--- src/sv/rhvd_pkg.sv ---
`timescale 1ns / 1ps

package rhvd_pkg;

    localparam int HEADER_BYTES_MAX_DEFAULT = 128;

    localparam logic [10:0] HEADER_BITS_RESET  = 11'd660;
    localparam logic [47:0] END_PATTERN_RESET  = 48'hAAAA_AAAA_135E;
    localparam logic [23:0] SYNC_PATTERN_RESET = 24'hAA_B468;

    localparam logic [7:0] LAST_HEADER_MASK = 8'hF0;
    localparam logic [3:0] FRAME_LAST_BYTE  = 4'd11;
    localparam logic [4:0] FRAME_COUNT_LAST = 5'd20;
    localparam logic [2:0] BIT_POS_FIRST    = 3'd7;

    typedef enum logic [1:0] {
        OP_PUSH     = 2'd0,
        OP_ACK_EVEN = 2'd1,
        OP_ACK_ODD  = 2'd2,
        OP_RESTART  = 2'd3
    } op_t;

    typedef enum logic [1:0] {
        STOP_NONE = 2'd0,
        STOP_TAIL = 2'd1,
        STOP_SYNC = 2'd2
    } stop_t;

    typedef enum logic [1:0] {
        TGT_HEADER = 2'd0,
        TGT_EVEN   = 2'd1,
        TGT_ODD    = 2'd2
    } target_t;

    typedef enum logic [1:0] {
        CFG_HEADER_BITS  = 2'd0,
        CFG_END_PATTERN  = 2'd1,
        CFG_SYNC_PATTERN = 2'd2
    } cfg_addr_t;

endpackage

--- src/sv/radio_header_voice_frame_deframer.sv ---
`timescale 1ns / 1ps

// Header and voice-frame deframer for a received radio bit stream.
// Each request on the s_ channel carries an operation in s_tuser: push the
// bit in s_tdata[0], acknowledge the even or the odd frame buffer, or
// restart. Every request produces exactly one result on the m_ channel,
// which reports the stop reason, any completed byte with its target buffer
// and index, and the header and buffer-ready flags after the step.
// The result of a request accepted at one clock edge is registered and
// presented from the next cycle onwards. One request can be accepted in
// every cycle; the rate is set by the single output register, which is
// refilled in the same cycle that the receiver takes its contents.
// When the receiver holds m_tready low, the result is held and s_tready
// drops, so nothing is lost. The configuration port writes header_bits,
// end_pattern and sync_pattern; it should only be used while the block is
// idle. Reset clears all framing state, returns the registers to their
// default values and empties the output register.
module radio_header_voice_frame_deframer #(
    parameter int HEADER_BYTES_MAX = rhvd_pkg::HEADER_BYTES_MAX_DEFAULT
) (
    input  logic        aclk,
    input  logic        aresetn,
    input  logic        cfg_wr_en,
    input  logic [1:0]  cfg_addr,
    input  logic [47:0] cfg_wdata,
    input  logic        s_tvalid,
    output logic        s_tready,
    // rx_bit, bits 7:1 zero
    input  logic [7:0]  s_tdata,
    // operation
    input  logic [1:0]  s_tuser,
    output logic        m_tvalid,
    input  logic        m_tready,
    // stop_reason, byte_value, byte_index, header_done, even_ready,
    // odd_ready, bits 23:20 zero
    output logic [23:0] m_tdata,
    // byte_valid, byte_target
    output logic [2:0]  m_tuser
);
    import rhvd_pkg::*;

    logic [10:0] header_bits_reg;
    logic [47:0] end_pattern_reg;
    logic [23:0] sync_pattern_reg;

    logic [47:0] tail_window_reg, tail_window_next;
    logic [7:0]  assembly_byte_reg, assembly_byte_next;
    logic [2:0]  bit_position_reg, bit_position_next;
    logic [10:0] header_bit_count_reg, header_bit_count_next;
    logic [6:0]  header_byte_index_reg, header_byte_index_next;
    logic        header_complete_reg, header_complete_next;
    logic        header_full_reg, header_full_next;
    logic [3:0]  frame_byte_index_reg, frame_byte_index_next;
    logic [4:0]  frame_counter_reg, frame_counter_next;
    logic        odd_selected_reg, odd_selected_next;
    logic        even_flag_reg, even_flag_next;
    logic        odd_flag_reg, odd_flag_next;
    logic [15:0] frame_prev_reg, frame_prev_next;

    logic        m_tvalid_reg;
    logic [1:0]  stop_reason_reg, stop_reason_next;
    logic        byte_valid_reg, byte_valid_next;
    logic [7:0]  byte_value_reg, byte_value_next;
    logic [1:0]  byte_target_reg, byte_target_next;
    logic [6:0]  byte_index_reg, byte_index_next;

    logic        accept;
    logic        rx_bit;
    logic [7:0]  asm_new;
    logic        hdr_end;
    logic [23:0] sync_seen;
    logic [7:0]  hdr_idx_inc;

    assign s_tready = !m_tvalid_reg || m_tready;
    assign accept   = s_tvalid && s_tready;
    assign rx_bit   = s_tdata[0];

    always_comb begin
        tail_window_next       = tail_window_reg;
        assembly_byte_next     = assembly_byte_reg;
        bit_position_next      = bit_position_reg;
        header_bit_count_next  = header_bit_count_reg;
        header_byte_index_next = header_byte_index_reg;
        header_complete_next   = header_complete_reg;
        header_full_next       = header_full_reg;
        frame_byte_index_next  = frame_byte_index_reg;
        frame_counter_next     = frame_counter_reg;
        odd_selected_next      = odd_selected_reg;
        even_flag_next         = even_flag_reg;
        odd_flag_next          = odd_flag_reg;
        frame_prev_next        = frame_prev_reg;
        stop_reason_next       = STOP_NONE;
        byte_valid_next        = 1'b0;
        byte_value_next        = 8'd0;
        byte_target_next       = TGT_HEADER;
        byte_index_next        = 7'd0;

        asm_new = (assembly_byte_reg & ~(8'd1 << bit_position_reg))
                | ({7'd0, rx_bit} << bit_position_reg);
        hdr_end = !header_complete_reg
                && ((header_bit_count_reg + 11'd1) == header_bits_reg);
        sync_seen   = {frame_prev_reg, asm_new};
        hdr_idx_inc = {1'b0, header_byte_index_reg} + 8'd1;

        case (op_t'(s_tuser))
            OP_PUSH: begin
                tail_window_next = {tail_window_reg[46:0], rx_bit};
                if ({tail_window_reg[46:0], rx_bit} == end_pattern_reg) begin
                    stop_reason_next = STOP_TAIL;
                end else begin
                    assembly_byte_next = asm_new;
                    if (!header_complete_reg) begin
                        header_bit_count_next = header_bit_count_reg + 11'd1;
                    end
                    if (bit_position_reg == 3'd0 || hdr_end) begin
                        bit_position_next = BIT_POS_FIRST;
                        if (!header_complete_reg) begin
                            if (!header_full_reg) begin
                                byte_valid_next  = 1'b1;
                                byte_value_next  = hdr_end ? (asm_new & LAST_HEADER_MASK)
                                                           : asm_new;
                                byte_target_next = TGT_HEADER;
                                byte_index_next  = header_byte_index_reg;
                            end
                            if (hdr_end) begin
                                header_complete_next = 1'b1;
                            end else if (!header_full_reg) begin
                                if (hdr_idx_inc >= 8'(HEADER_BYTES_MAX)) begin
                                    header_full_next = 1'b1;
                                end else begin
                                    header_byte_index_next = hdr_idx_inc[6:0];
                                end
                            end
                        end else begin
                            byte_valid_next  = 1'b1;
                            byte_value_next  = asm_new;
                            byte_target_next = odd_selected_reg ? TGT_ODD : TGT_EVEN;
                            byte_index_next  = {3'd0, frame_byte_index_reg};
                            frame_prev_next  = sync_seen[15:0];
                            if (frame_byte_index_reg == FRAME_LAST_BYTE) begin
                                frame_byte_index_next = 4'd0;
                                if (frame_counter_reg == 5'd0) begin
                                    if (sync_seen != sync_pattern_reg) begin
                                        stop_reason_next = STOP_SYNC;
                                    end else begin
                                        frame_counter_next = 5'd1;
                                    end
                                end else begin
                                    if (odd_selected_reg) begin
                                        odd_flag_next = 1'b1;
                                    end else begin
                                        even_flag_next = 1'b1;
                                    end
                                    odd_selected_next  = !odd_selected_reg;
                                    frame_counter_next =
                                        (frame_counter_reg >= FRAME_COUNT_LAST)
                                        ? 5'd0 : frame_counter_reg + 5'd1;
                                end
                            end else begin
                                frame_byte_index_next = frame_byte_index_reg + 4'd1;
                            end
                        end
                    end else begin
                        bit_position_next = bit_position_reg - 3'd1;
                    end
                end
            end
            OP_ACK_EVEN: begin
                even_flag_next = 1'b0;
            end
            OP_ACK_ODD: begin
                odd_flag_next = 1'b0;
            end
            OP_RESTART: begin
                tail_window_next       = 48'd0;
                assembly_byte_next     = 8'd0;
                bit_position_next      = BIT_POS_FIRST;
                header_bit_count_next  = 11'd0;
                header_byte_index_next = 7'd0;
                header_complete_next   = 1'b0;
                header_full_next       = 1'b0;
                frame_byte_index_next  = 4'd0;
                frame_counter_next     = 5'd0;
                odd_selected_next      = 1'b0;
                even_flag_next         = 1'b0;
                odd_flag_next          = 1'b0;
                frame_prev_next        = 16'd0;
            end
            default: begin
                stop_reason_next = STOP_NONE;
            end
        endcase
    end

    always_ff @(posedge aclk) begin
        if (!aresetn) begin
            header_bits_reg  <= HEADER_BITS_RESET;
            end_pattern_reg  <= END_PATTERN_RESET;
            sync_pattern_reg <= SYNC_PATTERN_RESET;
        end else if (cfg_wr_en) begin
            case (cfg_addr_t'(cfg_addr))
                CFG_HEADER_BITS:  header_bits_reg  <= cfg_wdata[10:0];
                CFG_END_PATTERN:  end_pattern_reg  <= cfg_wdata;
                CFG_SYNC_PATTERN: sync_pattern_reg <= cfg_wdata[23:0];
                default: header_bits_reg <= header_bits_reg;
            endcase
        end
    end

    always_ff @(posedge aclk) begin
        if (!aresetn) begin
            tail_window_reg       <= 48'd0;
            assembly_byte_reg     <= 8'd0;
            bit_position_reg      <= BIT_POS_FIRST;
            header_bit_count_reg  <= 11'd0;
            header_byte_index_reg <= 7'd0;
            header_complete_reg   <= 1'b0;
            header_full_reg       <= 1'b0;
            frame_byte_index_reg  <= 4'd0;
            frame_counter_reg     <= 5'd0;
            odd_selected_reg      <= 1'b0;
            even_flag_reg         <= 1'b0;
            odd_flag_reg          <= 1'b0;
            frame_prev_reg        <= 16'd0;
            m_tvalid_reg          <= 1'b0;
        end else begin
            if (accept) begin
                tail_window_reg       <= tail_window_next;
                assembly_byte_reg     <= assembly_byte_next;
                bit_position_reg      <= bit_position_next;
                header_bit_count_reg  <= header_bit_count_next;
                header_byte_index_reg <= header_byte_index_next;
                header_complete_reg   <= header_complete_next;
                header_full_reg       <= header_full_next;
                frame_byte_index_reg  <= frame_byte_index_next;
                frame_counter_reg     <= frame_counter_next;
                odd_selected_reg      <= odd_selected_next;
                even_flag_reg         <= even_flag_next;
                odd_flag_reg          <= odd_flag_next;
                frame_prev_reg        <= frame_prev_next;
                m_tvalid_reg          <= 1'b1;
            end else if (m_tready) begin
                m_tvalid_reg <= 1'b0;
            end
        end
    end

    always_ff @(posedge aclk) begin
        if (accept) begin
            stop_reason_reg <= stop_reason_next;
            byte_valid_reg  <= byte_valid_next;
            byte_value_reg  <= byte_value_next;
            byte_target_reg <= byte_target_next;
            byte_index_reg  <= byte_index_next;
        end
    end

    assign m_tvalid = m_tvalid_reg;
    assign m_tdata  = {4'd0, odd_flag_reg, even_flag_reg, header_complete_reg,
                       byte_index_reg, byte_value_reg, stop_reason_reg};
    assign m_tuser  = {byte_target_reg, byte_valid_reg};

endmodule

--- config.mk ---
export PLATFORM = sky130hd
export DESIGN_NAME = radio_header_voice_frame_deframer
export DESIGN_NICKNAME = d
export VERILOG_FILES = /design/src/sv/rhvd_pkg.sv /design/src/sv/radio_header_voice_frame_deframer.sv
export SDC_FILE = /design/constraint.sdc
export NUM_CORES = 1
export LEC_CHECK = 0
export BUFFER_PORTS_ARGS = -buffer_cell sky130_fd_sc_hd__buf_2
export CAP_MARGIN = 0
export CORE_ASPECT_RATIO = 0.8
export CORE_MARGIN = 3
export CORE_UTILIZATION = 30
export DETAILED_ROUTE_END_ITERATION = 8
export GPL_TIMING_DRIVEN = 0
export SYNTH_ARGS = -nofsm -noshare
export SYNTH_HDL_FRONTEND = slang
export SYNTH_SLANG_ARGS = --single-unit
--- constraint.sdc ---
create_clock -name aclk -period 2.6 [get_ports aclk]
set_input_delay 0.52 -clock aclk [delete_from_list [all_inputs] [get_ports aclk]]
set_output_delay 0.52 -clock aclk [all_outputs]
set_load 0.005 [all_outputs]
==> results of run 1 <==
-- worst min path at each step --
stage / end / slack (ns)
after floorplan: header_bits_reg[3] / 0.45
after global placement: end_pattern_reg[23] / 0.47
after detailed placement: sync_pattern_reg[9] / 0.47
after CTS: end_pattern_reg[39] / 0.19
after global routing: end_pattern_reg[29] / 0.20
final: end_pattern_reg[47] / 0.21
-- per-layer routing --
layer | global-route usage (%) | vias up
met5 | 0 | -
met4 | 4.74 | 2
met3 | 4.27 | 62
met2 | 24.6 | 292
met1 | 26.0 | 4304
li1 | - | 4307
-- kinds of logic after synthesis --
logic type,Yosys count
and+or+nand+nor,532
AOI/OAI and AO/OA,213
DFF,210
buffers and inverters,104
xor gates and xnor gates,84
muxes,15
adders and majority gates,14
other,1
-- power groups by stage --
stage | Sequential [mW] | Combinational [mW] | Clock, mW
finish | 3.41 | 0.689 | 3.65
global route | 3.42 | 0.752 | 3.84
CTS | 3.41 | 0.654 | 3.70
detailed placement | 3.48 | 0.623 | 0
global placement | 3.48 | 0.617 | 0
floorplan | 3.46 | 0.378 | 0
-- timing repair --
| item | in CTS | in global routing |
|---|---|---|
| cloned | 2 | 0 |
| endpoints found under the setup margin | 120 | 62 |
| buffers inserted | 10 | 15 |
| pin swaps | 16 | 23 |
| resized for setup | 55 | 50 |
-- worst max-delay path, stage by stage, from the launching register on --
cell,delay [ns]
dfxtp_2,0.33
buf_6,0.10
nand4_1,0.18
buf_6,0.20
nor4_4,0.24
o32a_1,0.24
o311ai_4,0.13
nor4_4,0.38
o21bai_2,0.14
buf_4,0.15
nor3_4,0.25
and2_4,0.20
-- layout make-up --
type / count / share of cell area (%)
Inverter: 16 / 0.507
Multi-Input combinational cell: 862 / 45.2
Tap cell: 427 / 4.24
Timing Repair inverter: 1 / 0.0398
Clock buffer: 37 / 5.96
Timing Repair Buffer: 106 / 4.82
Sequential cell: 210 / 35.1
Buffer: 83 / 3.26
Antenna cell: 1 / 0.0199
Clock inverter: 9 / 0.845
-- stage by stage --
step / setup slack (ns) / hold slack (ns) / utilization [%]
floorplan: 0.0334 / 0.453 / -
global placement: -1.03 / 0.467 / 33.7
detailed placement: -1.11 / 0.475 / 33.7
CTS: -0.0651 / 0.190 / 37.3
global route: -0.175 / 0.201 / 38.2
finish: -0.0564 / 0.206 / 38.2
-- placed cells by master, fill, tap and decap left out, types with 25 or more instances in the layout --
master       n
a21boi_0   102
a21oi_1     25
buf_2       83
buf_4       32
clkbuf_1    55
clkbuf_16   25
dfxtp_1    182
nand2_1    247
nand3_1     47
nand3b_1    49
nor2_1      37
nor2b_1     30
o21ai_0     25
xnor2_1     55
==> results_dict.tcl, run 1 <==
set metrics [dict create \
    stdcell_area_um2 12600 \
    synth-simple-area-share_pct 26.7 \
    synth-seq-cells 210 \
    remaining_drc_errors 0 \
    violations "negative setup slack" \
    end_kind "flop" \
    wire_per_inst_um 18.2 \
    p_leak_nw 4.61 \
    dr_wl_met3_um 2430 \
    rows 59 \
    grt_max_degree 13 \
    synth_cells 1173 \
    antenna_found_initial 2 \
    placed_cells_incl_taps 1683 \
    wl_um 31800 \
    setup_slack_ns -0.0564 \
    synthTopCellsByArea "dfxtp_1 37%, nand2_1 9.2%, a21boi_0 7.7%" \
    final_nets 1384 \
    ant_nets 0 \
    r2r_slack_ns -0.06 \
    cts_buffers 25 \
    clock_path_buffers 3 \
    drive_gt1_share_pct 19.3 \
    grt_pass1_vias 8509 \
    wl_met2_um 12900 \
    grt_pass1_wl_um 48900 \
    drt_pass1_iterations 6 \
    ys_seq_area_share_pct 43.4 \
    startpoint_type "flop" \
    yosys.area_share.adder_pct 1.73 \
    cts_num_sinks 210 \
    outcome "finished with violations" \
    clk_latency_ns 0.53 \
    crit_fanout 7 \
    coreArea_um2 32900 \
    timing.rr.end "byte_index_reg[6]" \
    p_seq_share_pct 44.0 \
    r2r_cells 11 \
    comb_power_share_pct 8.9 \
    yosysMostFrequentCell "nand2_1" \
    port_buffers 80 \
    hold_buffers 0 \
    multi_input_area_um2 5690 \
    place_hpwl_um 23600 \
    largest_reg_flops 48 \
    drv_slew 0 \
    final.setup_skew_ns 0.00935 \
    synthArstFlopShare_pct 0 \
    rsz0062_at_grt "yes" \
    required_ns 3.00 \
    synth_xor_area_share_pct 7.25 \
    synth_common_cells "248 x nand2_1, 190 x dfxtp_1, 104 x a21boi_0" \
    p_per_area_nw_per_um2 615 \
    period_share_pct 102 \
    start_util_pct 30.8 \
    min_from "cfg_wdata[47]" \
    power.switching_mw 1.94 \
    yosysWarningCount 0 \
    io_pins 94 \
    criticalPathCategory "flop to flop" \
    htreeDepth 1 \
    chipHeight_um 170 \
    fmax_ghz 0.376 \
    synth_edf_count 20 \
    synth.largest_area_cell "dfxtp_1" \
    endpoint "byte_index_reg[6]" \
    postSynthAreaPerCell_um2 8.65 \
    cts_tree "done" \
    p_clk_share_pct 47.1 \
    routed.top_layer "met5" \
    cp-startpoint "header_bit_count_reg[0]" \
    die_w_um 212 \
    rr_startpoint "header_bit_count_reg[0]" \
    clk_pin_slew_ns 0.06 \
    viasPerCell 5.12 \
    drtIter0Drc 636 \
    p_sw_share_pct 25.0 \
    track_usage_pct 17.3 \
    syn_area_um2 10100 \
    ir_drop_uv 466 \
    p_int_mw 5.81 \
    wl_met1_um 15700 \
    finalSetupViolCount 7 \
    hold_viol 0 \
    seqCellArea_um2 4420 \
    place_area_um2 11100 \
    die_area_um2 36100 \
    gp_congestion 0.885 \
    synth_top_family_by_area "simple AND/OR/NAND/NOR gates" \
    synth_top_cell_area_share_pct 37.5 \
    tightestPinTransition_ns 0.755 \
    hold_class "input port to flop" \
    arrival_ns 3.06 \
    period_needed_ns 2.66 \
    synthMuxAreaShare_pct 1.49 \
    syn_to_final_growth_pct 24.1 \
    relSlewSlack_pct 49.7 \
    cts-root-buf "clkbuf_16" \
    num_vias 8967 \
    fin_cells 1752 \
    total_power_mw 7.75 \
    synth_compound_area_share_pct 14.7 \
    grt.overflow.total 0 \
    synth_cell_types 75 \
    holdPathStages 3 \
    ys.flop_type "dfxtp_1" \
    finalSetupTns_ns -0.264 \
    drv_cap 0 \
    nFillCells 3327 \
]
Power figures use the tool's default switching activity.
==> run 2: changes to the inputs <==
Settings changed: CORE_MARGIN 3 to 8.
==> run 2 against run 1 <==
The run now ends clean. Wire length fell by 0.44%. Design area fell by 2.0%. Setup slack improved by 0.066 ns. Global-route usage fell by 2.0 points. Worst hold slack improved by 0.016 ns. Via count fell by 1.0%. Final cell count fell by 0.46%. Utilization fell by 1.4 points. Clock power fell by 13%. Die area rose by 11%. Non-clock buffer count fell by 6. Critical path type unchanged. Largest cell class unchanged.
==> results_dict.tcl, run 2 (synthesized netlist as in run 1, its figures left out) <==
set metrics [dict create \
    outcome "finished, final reports clean" \
    drive_gt1_share_pct 17.6 \
    port_buffers 80 \
    viasPerCell 5.09 \
    place_ws_ns -1.19 \
    grt_pass1_wl_um 49600 \
    clk_pin_slew_ns 0.06 \
    path_delay_family "simple AND/OR/NAND/NOR gates" \
    rsz0062_at_grt "yes" \
    grt.overflow.total 0 \
    finalSetupViolCount 0 \
    num_vias 8873 \
    remaining_drc_errors 0 \
    seqCellArea_um2 4420 \
    stdcell_area_um2 12300 \
    ir_drop_uv 388 \
    slowest_stage "or4_4" \
    final.setup_skew_ns 0.0178 \
    cts-root-buf "clkbuf_16" \
    crit_fanout 9 \
    rows 60 \
    cp_slowest_stage_delay_ns 0.57 \
    p_leak_nw 4.46 \
    final_nets 1376 \
    io_pins 94 \
    setup_slack_ns 0.00936 \
    die_area_um2 40000 \
    ant_nets 0 \
    cts_num_sinks 210 \
    clock_path_buffers 3 \
    hold_class "input port to flop" \
    chipHeight_um 180 \
    required_ns 2.95 \
    gp_congestion 0.901 \
    place_hpwl_um 24000 \
    criticalPathCategory "flop to flop" \
    wl_um 31700 \
    period_needed_ns 2.59 \
    multi_input_area_um2 5600 \
    die_w_um 222 \
    arrival_ns 2.94 \
    hold_buffers 0 \
    crit_top_cell "nor3_2" \
    start_util_pct 30.3 \
    coreArea_um2 33500 \
    drtIter0Drc 929 \
    wire_per_inst_um 18.2 \
    finalSetupTns_ns 0 \
    htreeDepth 1 \
    grt_pass1_vias 8603 \
    p_per_area_nw_per_um2 590 \
    grt_max_degree 14 \
    track_usage_pct 15.4 \
    hold_viol 0 \
    tightestPinTransition_ns 0.744 \
    cts_buffers 23 \
    startpoint_type "flop" \
    fmax_ghz 0.386 \
    total_power_mw 7.27 \
    nFillCells 3423 \
    relSlewSlack_pct 50.4 \
    n_antenna_cell 0 \
    final_common_cell "nand2_1" \
    largest_reg_flops 48 \
    clk_latency_ns 0.51 \
    final_cell_mix "248 x nand2_1, 182 x dfxtp_1, 103 x a21boi_0, 82 x buf_2, 61 x xnor2_1" \
    crit_buf_inv 1 \
    cts_tree "done" \
    cp_cell_sequence "ha_4 > and3_4 > nor3_2 > or4_4 > nor4_4 > o21bai_2 > a21o_1 > buf_6 > nor3_2" \
    drv_slew 0 \
    syn_to_final_growth_pct 21.5 \
    placed_cells_incl_taps 1690 \
    drt_pass1_iterations 5 \
    end_kind "flop" \
    period_share_pct 99.6 \
    drv_cap 0 \
    place_area_um2 11100 \
    antenna_found_initial 0 \
    fin_cells 1744 \
]
==> run 2: worst paths after layout <==
| check | startpoint | end | slack [ns] | depth (start not counted) |
|---|---|---|---|---|
| min reg2reg | sync_pattern_reg[9] | sync_pattern_reg[9] | 0.48 | 2 |
| max reg2reg | header_bit_count_reg[1] | byte_value_reg[1] | 0.009 | 9 |
| max | header_bit_count_reg[1] | byte_value_reg[1] | 0.009 | 9 |
| min | cfg_wdata[39] | end_pattern_reg[39] | 0.22 | 3 |
==> run 2: final cells by class <==
type | count | area share [%]
inverter | 16 | 0.517
timing repair inverter | 1 | 0.0406
timing repair buffer | 100 | 4.49
sequential | 210 | 35.8
buffer | 83 | 3.33
tap | 434 | 4.40
clock buffer | 34 | 5.57
multi-input combinational | 862 | 45.4
clock inverter | 4 | 0.365
==> run 2: through the flow <==
step / utilization (%) / hold WS [ns]
after CTS: 36.3 / 0.204
after floorplan: - / 0.453
after detailed placement: 33.2 / 0.472
final: 36.8 / 0.222
after global routing: 36.8 / 0.234
after global placement: 33.2 / 0.464
==> run 2: worst reg2reg max path, stage by stage (launching register included) <==
cell	delay (ns)
dfxtp_4	0.39
ha_4	0.19
and3_4	0.22
nor3_2	0.05
or4_4	0.57
nor4_4	0.39
o21bai_2	0.14
a21o_1	0.19
buf_6	0.15
nor3_2	0.16
==> run 2: power breakdown <==
| part | switching [mW] | leakage, nW | internal [mW] |
|---|---|---|---|
| sequential | 0.0668 | 1.75 | 3.35 |
| clock | 1.28 | 0.364 | 1.91 |
| combinational | 0.419 | 2.35 | 0.254 |
| total | 1.76 | 4.46 | 5.51 |
==> run 2: what timing repair did <==
action,4_1_cts,5_1_grt
endpoints found under the setup margin,120,63
gates resized for setup,54,29
pin swaps,8,17
setup buffers,10,10
gates cloned,1,0
==> run 2: layer usage <==
metal	vias up	routed length (um)	GRT usage, %
li1	4269	-	-
met1	4297	15800	22.8
met2	273	13100	22.2
met3	34	2100	3.12
met4	0	676	3.76
met5	-	0	0
